$ cat config.mk
export PLATFORM = sky130hd
export DESIGN_NAME = i2c_target_buffer_with_idle_fill_top
export DESIGN_NICKNAME = d
export VERILOG_FILES = /design/src/i2ctb_pkg.sv /design/src/i2ctb_ring.sv /design/src/i2ctb_ctrl.sv /design/src/i2c_target_buffer_with_idle_fill_top.sv
export SDC_FILE = /design/constraint.sdc
export NUM_CORES = 2
export LEC_CHECK = 0
export BUFFER_PORTS_ARGS = -buffer_cell sky130_fd_sc_hd__buf_2
export CORE_MARGIN = 2
export CORE_UTILIZATION = 33
export CTS_CLUSTER_SIZE = 30
export DETAILED_ROUTE_END_ITERATION = 16
export PLACE_DENSITY = 0.47
export REMOVE_ABC_BUFFERS = 1
export SETUP_SLACK_MARGIN = 0.2
export SYNTH_ARGS = -nofsm -noshare
export SYNTH_HDL_FRONTEND = slang
export SYNTH_SLANG_ARGS = --single-unit
$ cat constraint.sdc
create_clock -name clk -period 8.6 [get_ports clk]
set_clock_uncertainty 0.15 [all_clocks]
set_input_delay 0 -clock clk [delete_from_list [all_inputs] [get_ports clk]]
set_output_delay 0 -clock clk [all_outputs]
set_load 0.01 [all_outputs]
$ cat src/i2ctb_pkg.sv
`timescale 1ns / 1ps
// ----------------------------------------------------------------------------
// i2ctb_pkg - shared types and constants for the I2C target buffer
// Command and status codes, register indexes, ring handshake structs and
// the filler byte selector.
// ----------------------------------------------------------------------------
package i2ctb_pkg;

	// defaults for top-level parameters
	localparam int RING_DEPTH_DEF  = 256;
	localparam int PATTERN_MAX_DEF = 4;

	// most results one bus request can produce
	localparam int MAX_RESULTS = 4;
	localparam int BYTE_W      = 8;
	localparam int PLEN_W      = 3;
	localparam int PBYTES_W    = 32;
	localparam int PBYTES_N    = PBYTES_W / BYTE_W;

	// input commands
	localparam logic [1:0] CMD_PUSH = 2'd0;
	localparam logic [1:0] CMD_POP  = 2'd1;
	localparam logic [1:0] CMD_REQ  = 2'd2;
	localparam logic [1:0] CMD_RECV = 2'd3;

	// result status codes
	localparam logic [1:0] STAT_OK      = 2'd0;
	localparam logic [1:0] STAT_TX_FULL = 2'd1;
	localparam logic [1:0] STAT_RX_EMPTY = 2'd2;
	localparam logic [1:0] STAT_RX_DROP = 2'd3;

	// configuration register indexes
	localparam logic [1:0] CFG_PATTERN_LENGTH = 2'd0;
	localparam logic [1:0] CFG_PATTERN_BYTES  = 2'd1;
	localparam logic [1:0] CFG_RX_THRESHOLD   = 2'd2;

	// reset values of the configuration registers
	localparam logic [PLEN_W-1:0]   PATTERN_LENGTH_RST = 3'd3;
	localparam logic [PBYTES_W-1:0] PATTERN_BYTES_RST  = 32'h0002_0001;
	localparam logic [BYTE_W-1:0]   RX_THRESHOLD_RST   = 8'd0;

	// where the byte of a result comes from
	typedef enum logic [1:0] {
		SRC_NONE = 2'd0,
		SRC_RX   = 2'd1,
		SRC_TX   = 2'd2,
		SRC_FILL = 2'd3
	} src_t;

	typedef struct packed {
		logic [PLEN_W-1:0]   pattern_length;
		logic [PBYTES_W-1:0] pattern_bytes;
		logic [BYTE_W-1:0]   rx_threshold;
	} cfg_t;

	// request into a ring: push a word, pop the head word
	typedef struct packed {
		logic              push;
		logic              pop;
		logic [BYTE_W-1:0] wdata;
	} ring_req_t;

	typedef struct packed {
		logic full;
		logic empty;
	} ring_stat_t;

	// filler byte k; bytes past the packed word read as zero
	function automatic logic [BYTE_W-1:0] fill_byte(input logic [PBYTES_W-1:0] pat,
			input logic [PLEN_W-1:0] k);
		logic [BYTE_W-1:0] b;
		b = '0;
		if ({1'b0, k} < (PLEN_W+1)'(PBYTES_N)) begin
			b = pat[k * BYTE_W +: BYTE_W];
		end
		return b;
	endfunction

endpackage

$ cat src/i2ctb_ring.sv
`timescale 1ns / 1ps
// ----------------------------------------------------------------------------
// i2ctb_ring - byte ring buffer
// Single-port-write, single-port-read ring holding at most DEPTH-1 words,
// with registered read data and a level derived from the two pointers.
// ----------------------------------------------------------------------------
module i2ctb_ring
	import i2ctb_pkg::*;
#(
	parameter int DEPTH = RING_DEPTH_DEF,
	localparam int AW   = $clog2(DEPTH)
) (
	input  logic              clk,
	input  logic              arst_n,
	input  ring_req_t         req,
	output ring_stat_t        stat,
	output logic [AW-1:0]     level,
	output logic [BYTE_W-1:0] rdata
);

	logic [BYTE_W-1:0] mem [DEPTH];
	logic [AW-1:0]     wr_ptr_q;
	logic [AW-1:0]     rd_ptr_q;
	logic [BYTE_W-1:0] rdata_q;
	logic [AW:0]       diff;

	// level modulo depth
	always_comb begin
		if (wr_ptr_q >= rd_ptr_q) begin
			diff = {1'b0, wr_ptr_q} - {1'b0, rd_ptr_q};
		end else begin
			diff = {1'b0, wr_ptr_q} + (AW+1)'(DEPTH) - {1'b0, rd_ptr_q};
		end
	end

	assign level      = diff[AW-1:0];
	assign stat.full  = (level == AW'(DEPTH - 1));
	assign stat.empty = (level == '0);
	assign rdata      = rdata_q;

	// pointers
	always_ff @(posedge clk or negedge arst_n) begin
		if (!arst_n) begin
			wr_ptr_q <= '0;
			rd_ptr_q <= '0;
		end else begin
			if (req.push) begin
				wr_ptr_q <= (wr_ptr_q == AW'(DEPTH - 1)) ? '0 : wr_ptr_q + 1'b1;
			end
			if (req.pop) begin
				rd_ptr_q <= (rd_ptr_q == AW'(DEPTH - 1)) ? '0 : rd_ptr_q + 1'b1;
			end
		end
	end

	// storage, read data registered on pop
	always_ff @(posedge clk) begin
		if (req.push) begin
			mem[wr_ptr_q] <= req.wdata;
		end
		if (req.pop) begin
			rdata_q <= mem[rd_ptr_q];
		end
	end

endmodule

$ cat src/i2ctb_ctrl.sv
`timescale 1ns / 1ps
// ----------------------------------------------------------------------------
// i2ctb_ctrl - command sequencer
// Decodes one command, drives the rings, tracks idle mode and the filler
// position, then issues the results one word a cycle, while the output register is free, into an output register.
// ----------------------------------------------------------------------------
module i2ctb_ctrl
	import i2ctb_pkg::*;
#(
	parameter int RING_DEPTH  = RING_DEPTH_DEF,
	parameter int PATTERN_MAX = PATTERN_MAX_DEF,
	localparam int AW         = $clog2(RING_DEPTH)
) (
	input  logic              clk,
	input  logic              arst_n,
	input  cfg_t              cfg,
	input  logic              in_valid,
	output logic              in_ready,
	input  logic [1:0]        cmd,
	input  logic [BYTE_W-1:0] data_in,
	input  logic [2:0]        fifo_space,
	output logic              out_valid,
	input  logic              out_ready,
	output logic [1:0]        status,
	output logic              byte_valid,
	output logic [BYTE_W-1:0] data_out,
	output logic              last,
	output logic [BYTE_W-1:0] tx_level,
	output logic [BYTE_W-1:0] rx_level,
	output logic              rx_ready,
	output logic              tx_drained,
	output ring_req_t         tx_req,
	output ring_req_t         rx_req,
	input  ring_stat_t        tx_stat,
	input  ring_stat_t        rx_stat,
	input  logic [AW-1:0]     tx_lvl,
	input  logic [AW-1:0]     rx_lvl,
	input  logic [BYTE_W-1:0] tx_rdata,
	input  logic [BYTE_W-1:0] rx_rdata
);

	localparam int CW = (AW > BYTE_W) ? AW : BYTE_W;

	typedef enum logic [2:0] {
		ST_IDLE = 3'b001,
		ST_EXEC = 3'b010,
		ST_EMIT = 3'b100
	} state_t;

	state_t              state_q;
	logic [1:0]          cmd_q;
	logic [BYTE_W-1:0]   din_q;
	logic [2:0]          space_q;
	logic [1:0]          status_q;
	src_t                src_q;
	logic [2:0]          cnt_q;
	logic                send_data_q;
	logic                idle_q;
	logic [PLEN_W-1:0]   pidx_q;

	logic                out_valid_q;
	logic [1:0]          o_status_q;
	logic                o_bvalid_q;
	logic [BYTE_W-1:0]   o_data_q;
	logic                o_last_q;
	logic [BYTE_W-1:0]   o_txl_q;
	logic [BYTE_W-1:0]   o_rxl_q;
	logic                o_rdy_q;
	logic                o_drained_q;

	logic [2:0]          space_c;
	logic [PLEN_W-1:0]   plen_c;
	logic                have;
	logic                idle1;
	logic [PLEN_W-1:0]   idx1;
	logic                wrap;
	logic                idle2;
	logic [PLEN_W-1:0]   idx2;
	logic [PLEN_W-1:0]   avail;
	logic [2:0]          sent;
	logic                slot_free;
	logic [BYTE_W-1:0]   res_byte;

	assign in_ready  = (state_q == ST_IDLE);
	assign slot_free = !out_valid_q || out_ready;

	// idle-mode decision for a bus request
	always_comb begin
		space_c = (space_q > 3'(MAX_RESULTS)) ? 3'(MAX_RESULTS) : space_q;
		plen_c  = ({1'b0, cfg.pattern_length} > (PLEN_W+1)'(PATTERN_MAX))
			? PLEN_W'(PATTERN_MAX) : cfg.pattern_length;
		have    = !tx_stat.empty;
		idle1   = idle_q || !have;
		idx1    = (!have && !idle_q) ? '0 : pidx_q;
		wrap    = idle1 && (idx1 >= plen_c);
		idle2   = wrap ? !have : idle1;
		idx2    = wrap ? '0 : idx1;
		avail   = plen_c - idx2;
		sent    = ({1'b0, space_c} < {1'b0, avail}) ? space_c : 3'(avail);
	end

	// ring requests, issued in the decode cycle only
	always_comb begin
		tx_req       = '0;
		rx_req       = '0;
		tx_req.wdata = din_q;
		rx_req.wdata = din_q;
		if (state_q == ST_EXEC) begin
			case (cmd_q)
				CMD_PUSH: tx_req.push = !tx_stat.full;
				CMD_POP:  rx_req.pop  = !rx_stat.empty;
				CMD_RECV: rx_req.push = !rx_stat.full;
				CMD_REQ:  tx_req.pop  = !idle2;
				default: begin
				end
			endcase
		end
	end

	// byte of the next result
	always_comb begin
		case (src_q)
			SRC_RX:   res_byte = rx_rdata;
			SRC_TX:   res_byte = tx_rdata;
			SRC_FILL: res_byte = fill_byte(cfg.pattern_bytes, pidx_q);
			default:  res_byte = '0;
		endcase
	end

	// sequencer
	always_ff @(posedge clk or negedge arst_n) begin
		if (!arst_n) begin
			state_q     <= ST_IDLE;
			cmd_q       <= CMD_PUSH;
			space_q     <= '0;
			status_q    <= STAT_OK;
			src_q       <= SRC_NONE;
			cnt_q       <= '0;
			send_data_q <= 1'b0;
			idle_q      <= 1'b0;
			pidx_q      <= '0;
		end else begin
			case (state_q)
				ST_IDLE: begin
					if (in_valid) begin
						cmd_q   <= cmd;
						space_q <= fifo_space;
						state_q <= ST_EXEC;
					end
				end
				ST_EXEC: begin
					status_q    <= STAT_OK;
					src_q       <= SRC_NONE;
					cnt_q       <= 3'd1;
					send_data_q <= 1'b0;
					case (cmd_q)
						CMD_PUSH: begin
							if (tx_stat.full) begin
								status_q <= STAT_TX_FULL;
							end
						end
						CMD_POP: begin
							if (rx_stat.empty) begin
								status_q <= STAT_RX_EMPTY;
							end else begin
								src_q <= SRC_RX;
							end
						end
						CMD_RECV: begin
							if (rx_stat.full) begin
								status_q <= STAT_RX_DROP;
							end
						end
						CMD_REQ: begin
							idle_q <= idle2;
							pidx_q <= idx2;
							if (idle2) begin
								if (sent != '0) begin
									src_q <= SRC_FILL;
									cnt_q <= sent;
								end
							end else begin
								src_q       <= SRC_TX;
								send_data_q <= 1'b1;
							end
						end
						default: begin
						end
					endcase
					state_q <= ST_EMIT;
				end
				ST_EMIT: begin
					if (slot_free) begin
						cnt_q <= cnt_q - 1'b1;
						if (src_q == SRC_FILL) begin
							pidx_q <= pidx_q + 1'b1;
						end
						if (cnt_q == 3'd1) begin
							state_q <= ST_IDLE;
						end
					end
				end
				default: state_q <= ST_IDLE;
			endcase
		end
	end

	// pushed byte held for the ring write
	always_ff @(posedge clk) begin
		if (in_ready && in_valid) begin
			din_q <= data_in;
		end
	end

	// output register valid
	always_ff @(posedge clk or negedge arst_n) begin
		if (!arst_n) begin
			out_valid_q <= 1'b0;
		end else if (state_q == ST_EMIT && slot_free) begin
			out_valid_q <= 1'b1;
		end else if (out_ready) begin
			out_valid_q <= 1'b0;
		end
	end

	// output register payload, levels taken after the ring update
	always_ff @(posedge clk) begin
		if (state_q == ST_EMIT && slot_free) begin
			o_status_q  <= status_q;
			o_bvalid_q  <= (src_q != SRC_NONE);
			o_data_q    <= res_byte;
			o_last_q    <= (cnt_q == 3'd1);
			o_txl_q     <= BYTE_W'(tx_lvl);
			o_rxl_q     <= BYTE_W'(rx_lvl);
			o_rdy_q     <= (cfg.rx_threshold != '0) &&
				(CW'(rx_lvl) >= CW'(cfg.rx_threshold));
			o_drained_q <= send_data_q && tx_stat.empty;
		end
	end

	assign out_valid  = out_valid_q;
	assign status     = o_status_q;
	assign byte_valid = o_bvalid_q;
	assign data_out   = o_data_q;
	assign last       = o_last_q;
	assign tx_level   = o_txl_q;
	assign rx_level   = o_rxl_q;
	assign rx_ready   = o_rdy_q;
	assign tx_drained = o_drained_q;

endmodule

$ cat src/i2c_target_buffer_with_idle_fill_top.sv
`timescale 1ns / 1ps
// ----------------------------------------------------------------------------
// i2c_target_buffer_with_idle_fill_top - I2C target transmit/receive buffer
// Transmit and receive byte rings with an idle filler pattern, plus the
// configuration registers.
// ----------------------------------------------------------------------------
// One command word is taken, decoded in the next cycle (ring write, ring pop
// or idle-mode update), and its results then leave one per cycle, while the
// output is not held off, through an output register; a command gives 1 to 4
// result words, and a bus request in idle mode gives one result per filler
// byte sent. The sequencer takes no new command until the last result
// has been loaded into the output register; that last word may still be
// waiting downstream when the next command is accepted. Each ring holds at
// most RING_DEPTH-1 bytes and needs no clearing after reset. Configuration
// writes are always accepted and should be made only while the block is idle.
module i2c_target_buffer_with_idle_fill_top
	import i2ctb_pkg::*;
#(
	parameter int RING_DEPTH  = RING_DEPTH_DEF,
	parameter int PATTERN_MAX = PATTERN_MAX_DEF
) (
	input  logic                clk,
	input  logic                arst_n,
	input  logic                cfg_valid,
	output logic                cfg_ready,
	input  logic [1:0]          cfg_index,
	input  logic [PBYTES_W-1:0] cfg_data,
	input  logic                in_valid,
	output logic                in_ready,
	input  logic [1:0]          cmd,
	input  logic [BYTE_W-1:0]   data_in,
	input  logic [2:0]          fifo_space,
	output logic                out_valid,
	input  logic                out_ready,
	output logic [1:0]          status,
	output logic                byte_valid,
	output logic [BYTE_W-1:0]   data_out,
	output logic                last,
	output logic [BYTE_W-1:0]   tx_level,
	output logic [BYTE_W-1:0]   rx_level,
	output logic                rx_ready,
	output logic                tx_drained
);

	localparam int AW = $clog2(RING_DEPTH);

	cfg_t              cfg_q;
	ring_req_t         tx_req;
	ring_req_t         rx_req;
	ring_stat_t        tx_stat;
	ring_stat_t        rx_stat;
	logic [AW-1:0]     tx_lvl;
	logic [AW-1:0]     rx_lvl;
	logic [BYTE_W-1:0] tx_rdata;
	logic [BYTE_W-1:0] rx_rdata;

	assign cfg_ready = 1'b1;

	// configuration registers
	always_ff @(posedge clk or negedge arst_n) begin
		if (!arst_n) begin
			cfg_q.pattern_length <= PATTERN_LENGTH_RST;
			cfg_q.pattern_bytes  <= PATTERN_BYTES_RST;
			cfg_q.rx_threshold   <= RX_THRESHOLD_RST;
		end else if (cfg_valid) begin
			case (cfg_index)
				CFG_PATTERN_LENGTH: cfg_q.pattern_length <= cfg_data[PLEN_W-1:0];
				CFG_PATTERN_BYTES:  cfg_q.pattern_bytes  <= cfg_data;
				CFG_RX_THRESHOLD:   cfg_q.rx_threshold   <= cfg_data[BYTE_W-1:0];
				default: begin
				end
			endcase
		end
	end

	i2ctb_ring #(
		.DEPTH (RING_DEPTH)
	) u_tx_ring (
		.clk    (clk),
		.arst_n (arst_n),
		.req    (tx_req),
		.stat   (tx_stat),
		.level  (tx_lvl),
		.rdata  (tx_rdata)
	);

	i2ctb_ring #(
		.DEPTH (RING_DEPTH)
	) u_rx_ring (
		.clk    (clk),
		.arst_n (arst_n),
		.req    (rx_req),
		.stat   (rx_stat),
		.level  (rx_lvl),
		.rdata  (rx_rdata)
	);

	i2ctb_ctrl #(
		.RING_DEPTH  (RING_DEPTH),
		.PATTERN_MAX (PATTERN_MAX)
	) u_ctrl (
		.clk        (clk),
		.arst_n     (arst_n),
		.cfg        (cfg_q),
		.in_valid   (in_valid),
		.in_ready   (in_ready),
		.cmd        (cmd),
		.data_in    (data_in),
		.fifo_space (fifo_space),
		.out_valid  (out_valid),
		.out_ready  (out_ready),
		.status     (status),
		.byte_valid (byte_valid),
		.data_out   (data_out),
		.last       (last),
		.tx_level   (tx_level),
		.rx_level   (rx_level),
		.rx_ready   (rx_ready),
		.tx_drained (tx_drained),
		.tx_req     (tx_req),
		.rx_req     (rx_req),
		.tx_stat    (tx_stat),
		.rx_stat    (rx_stat),
		.tx_lvl     (tx_lvl),
		.rx_lvl     (rx_lvl),
		.tx_rdata   (tx_rdata),
		.rx_rdata   (rx_rdata)
	);

endmodule

==> impl_metrics.json <==
{
  "status": "finished clean",
  "hp-class": "input pin to flop",
  "synth_ff_type": "edfxtp_1",
  "first_pass_iters": 6,
  "crit_arrival_ps": 8280,
  "dpl.hpwl_mm": 290,
  "gp_congestion": 0.854,
  "rows": 259,
  "rsz0062_at_grt": "no",
  "fin_cells": 15100,
  "end_kind": "flop",
  "yosys.area.top_type_share": 0.754,
  "wl_per_cell_um": 31.9,
  "cap_violations": 0,
  "setup_viol_count_final": 0,
  "antenna_found_initial": 39,
  "syn_area_um2": 165000,
  "die_h_um": 712,
  "max_slew_margin": 0.0452,
  "area_delta_synth_final_pct": 14.5,
  "slew_violations": 0,
  "placed_cells": 14100,
  "cts_root_buffer": "clkbuf_16",
  "timing.final.crit_period_ps": 7490,
  "ant_nets": 0,
  "synth-edff-count": 4150,
  "dpl_cell_area_um2": 174000,
  "die_width_um": 712,
  "htreeDepth": 5,
  "yosys_register_bits": 4246,
  "yosys_warnings": 0,
  "hold_viol_final": 0,
  "tns_ps": 0,
  "gr-total-overflow": 0,
  "grt_first_pass_wirelength_mm": 668,
  "critPathMaxFanout": 6,
  "avgSynthCellArea_um2": 21.6,
  "synth-async-reset-ratio": 0.0226,
  "synth_area_leaders": "edfxtp_1 (75%), mux4_2 (15%), dfrtp_1 (1.4%)",
  "postLayoutCellArea_um2": 189000,
  "synthDistinctLibCells": 85,
  "p_leak_nw": 57.4,
  "cts_buffers": 430,
  "worst_setup_path_start_kind": "flop",
  "drt_iter0_drc": 9410,
  "io_buffer_count": 83,
  "viasPerCell": 5.39,
  "critPathKind": "flop to flop",
  "drive_above_1_share": 0.254,
  "period_share": 0.871,
  "grt_max_degree": 188,
  "whs_ps": 87.6,
  "worstPathRequired_ps": 9390,
  "finish.net_count": 8143,
  "netlist_instances": 7667,
  "powerDensity_nw_per_um2": 285,
  "dr_total_vias": 81200,
  "grt_use_total": 0.185,
  "wirelength_mm": 480,
  "ctsResizeCount": 0,
  "drc": 0,
  "final_cell_mix": "edfxtp_1 (4150), mux4_2 (1111), nor2_1 (569)",
  "clock_path_buffers": 4,
  "cp_slowest_cell": "or3_1",
  "clk_latency_ps": 1020,
  "worst_pin_slew_ps": 1420,
  "dieArea_um2": 507000,
  "fin_util": 0.380,
  "fp.coreArea_um2": 498000,
  "start_util": 0.332,
  "clk_pin_slew_ps": 70,
  "final_common_cell": "edfxtp_1",
  "io_pins": 85,
  "synth_largest_area_cell": "edfxtp_1",
  "ir_worst_vdd_v": 0.000195,
  "grt_pass1_vias": 83100,
  "ys_seq_area_frac": 0.768,
  "timing.fmax_mhz": 134,
  "tritoncts": "yes",
  "cpPeakStageDelay_ps": 500,
  "cts.sink_count": 4246
}
-- final timing paths --
check	startpoint	cells past startpoint	slack, ps	to
setup / recovery	u_tx_ring.wr_ptr_q[0]	29	1110	u_ctrl.cnt_q[0]
hold / removal	cfg_data[25]	3	90	cfg_q[33]
setup reg to reg	u_tx_ring.wr_ptr_q[0]	29	1110	u_ctrl.cnt_q[0]
hold reg to reg	u_ctrl.send_data_q	2	330	u_ctrl.send_data_q
max in group asynchronous	arst_n	5	7100	u_tx_ring.rd_ptr_q[0]
min in group asynchronous	arst_n	5	570	cfg_q[11]
-- cell families (layout without fill, tap and decap cells) --
family | count (synthesis) | in the layout | synth area share
adder cells (fa/ha/maj) | 50 | 50 | 0.00392
AND/OR/NAND/NOR | 958 | 958 | 0.0253
XOR/XNOR | 24 | 24 | 0.00132
other | 1 | 10 | 0.0000227
buffers and inverters | 536 | 1270 | 0.0154
multiplexers | 1224 | 1224 | 0.159
AO/OA/AOI/OAI | 628 | 628 | 0.0272
flip-flops | 4246 | 4246 | 0.768
-- critical path: cells and delay by family (launching register included) --
kind / cells / cell delay [ps]
muxes: 2 / 460
AOI/OAI and AO/OA: 8 / 1420
xor gates and xnor gates: 2 / 500
adders and majority gates: 6 / 1770
and+or+nand+nor: 9 / 2470
buffers and inverters: 2 / 190
DFF: 1 / 440
-- per-layer routing --
metal  routed length [um]  GRT usage  vias to the layer above  share of wire
li1                     -          -                    33000              -
met1               212000      0.269                    44700           0.44
met2               224000      0.291                     2941           0.47
met3                33200     0.0328                      584          0.069
met4                10800     0.0397                        8          0.023
met5                   51          0                        -        0.00011
-- through the flow --
stage / worst slack [ps] / power (W)
after floorplan: -17060 / 0.0333
final: 1110 / 0.0539
after CTS: 1220 / 0.0545
after global routing: 627 / 0.0557
after detailed placement: 1260 / 0.0355
after global placement: 1130 / 0.0354
-- flip-flops by register name, indices dropped and copies added (netlist names), 3 cells and up --
signal              flops
cfg_q                  43
u_ctrl.cnt_q            3
u_ctrl.data_out         8
u_ctrl.din_q            8
u_ctrl.pidx_q           3
u_ctrl.rx_level         8
u_ctrl.space_q          3
u_ctrl.state_q          3
u_ctrl.tx_level         8
u_rx_ring.mem        2048
u_rx_ring.rd_ptr_q      8
u_rx_ring.rdata         8
u_rx_ring.wr_ptr_q      8
u_tx_ring.mem        2048
u_tx_ring.rd_ptr_q      8
u_tx_ring.rdata         8
u_tx_ring.wr_ptr_q      8
-- where the power goes --
part,total [W],switching [W],internal (W)
Sequential,0.0241,0.000270,0.0239
Clock,0.0190,0.00805,0.0109
Combinational,0.0108,0.00641,0.00437
Total,0.0539,0.0147,0.0392
-- timing repair --
item | in CTS | in global routing
endpoints found under the hold margin | 187 | 0
hold buffers | 132 | 0
buffers inserted | 0 | 0
endpoints found under the setup margin | 0 | 0
-- synth_stat cells, types with 63 or more instances --
master	number
edfxtp_1	4150
mux4_2	1111
nor2_1	572
clkbuf_1	235
nand2_1	134
a22oi_1	132
a21oi_1	109
buf_4	96
dfrtp_1	91
buf_2	90
a22o_1	78
inv_1	72
a221oi_1	71
o22ai_1	65
mux2i_1	63
-- area by class of cell --
cell class	count	area (um^2)
clock inverters	286	2890
well taps	6655	8330
repair buffers	402	3530
multi-input cells	2885	35900
fillers	45300	309000
clock buffers	506	11200
inverters	76	293
flip-flops and latches	4246	127000
diodes	9	22.5
No activity file was read; power rests on OpenSTA's default activity.
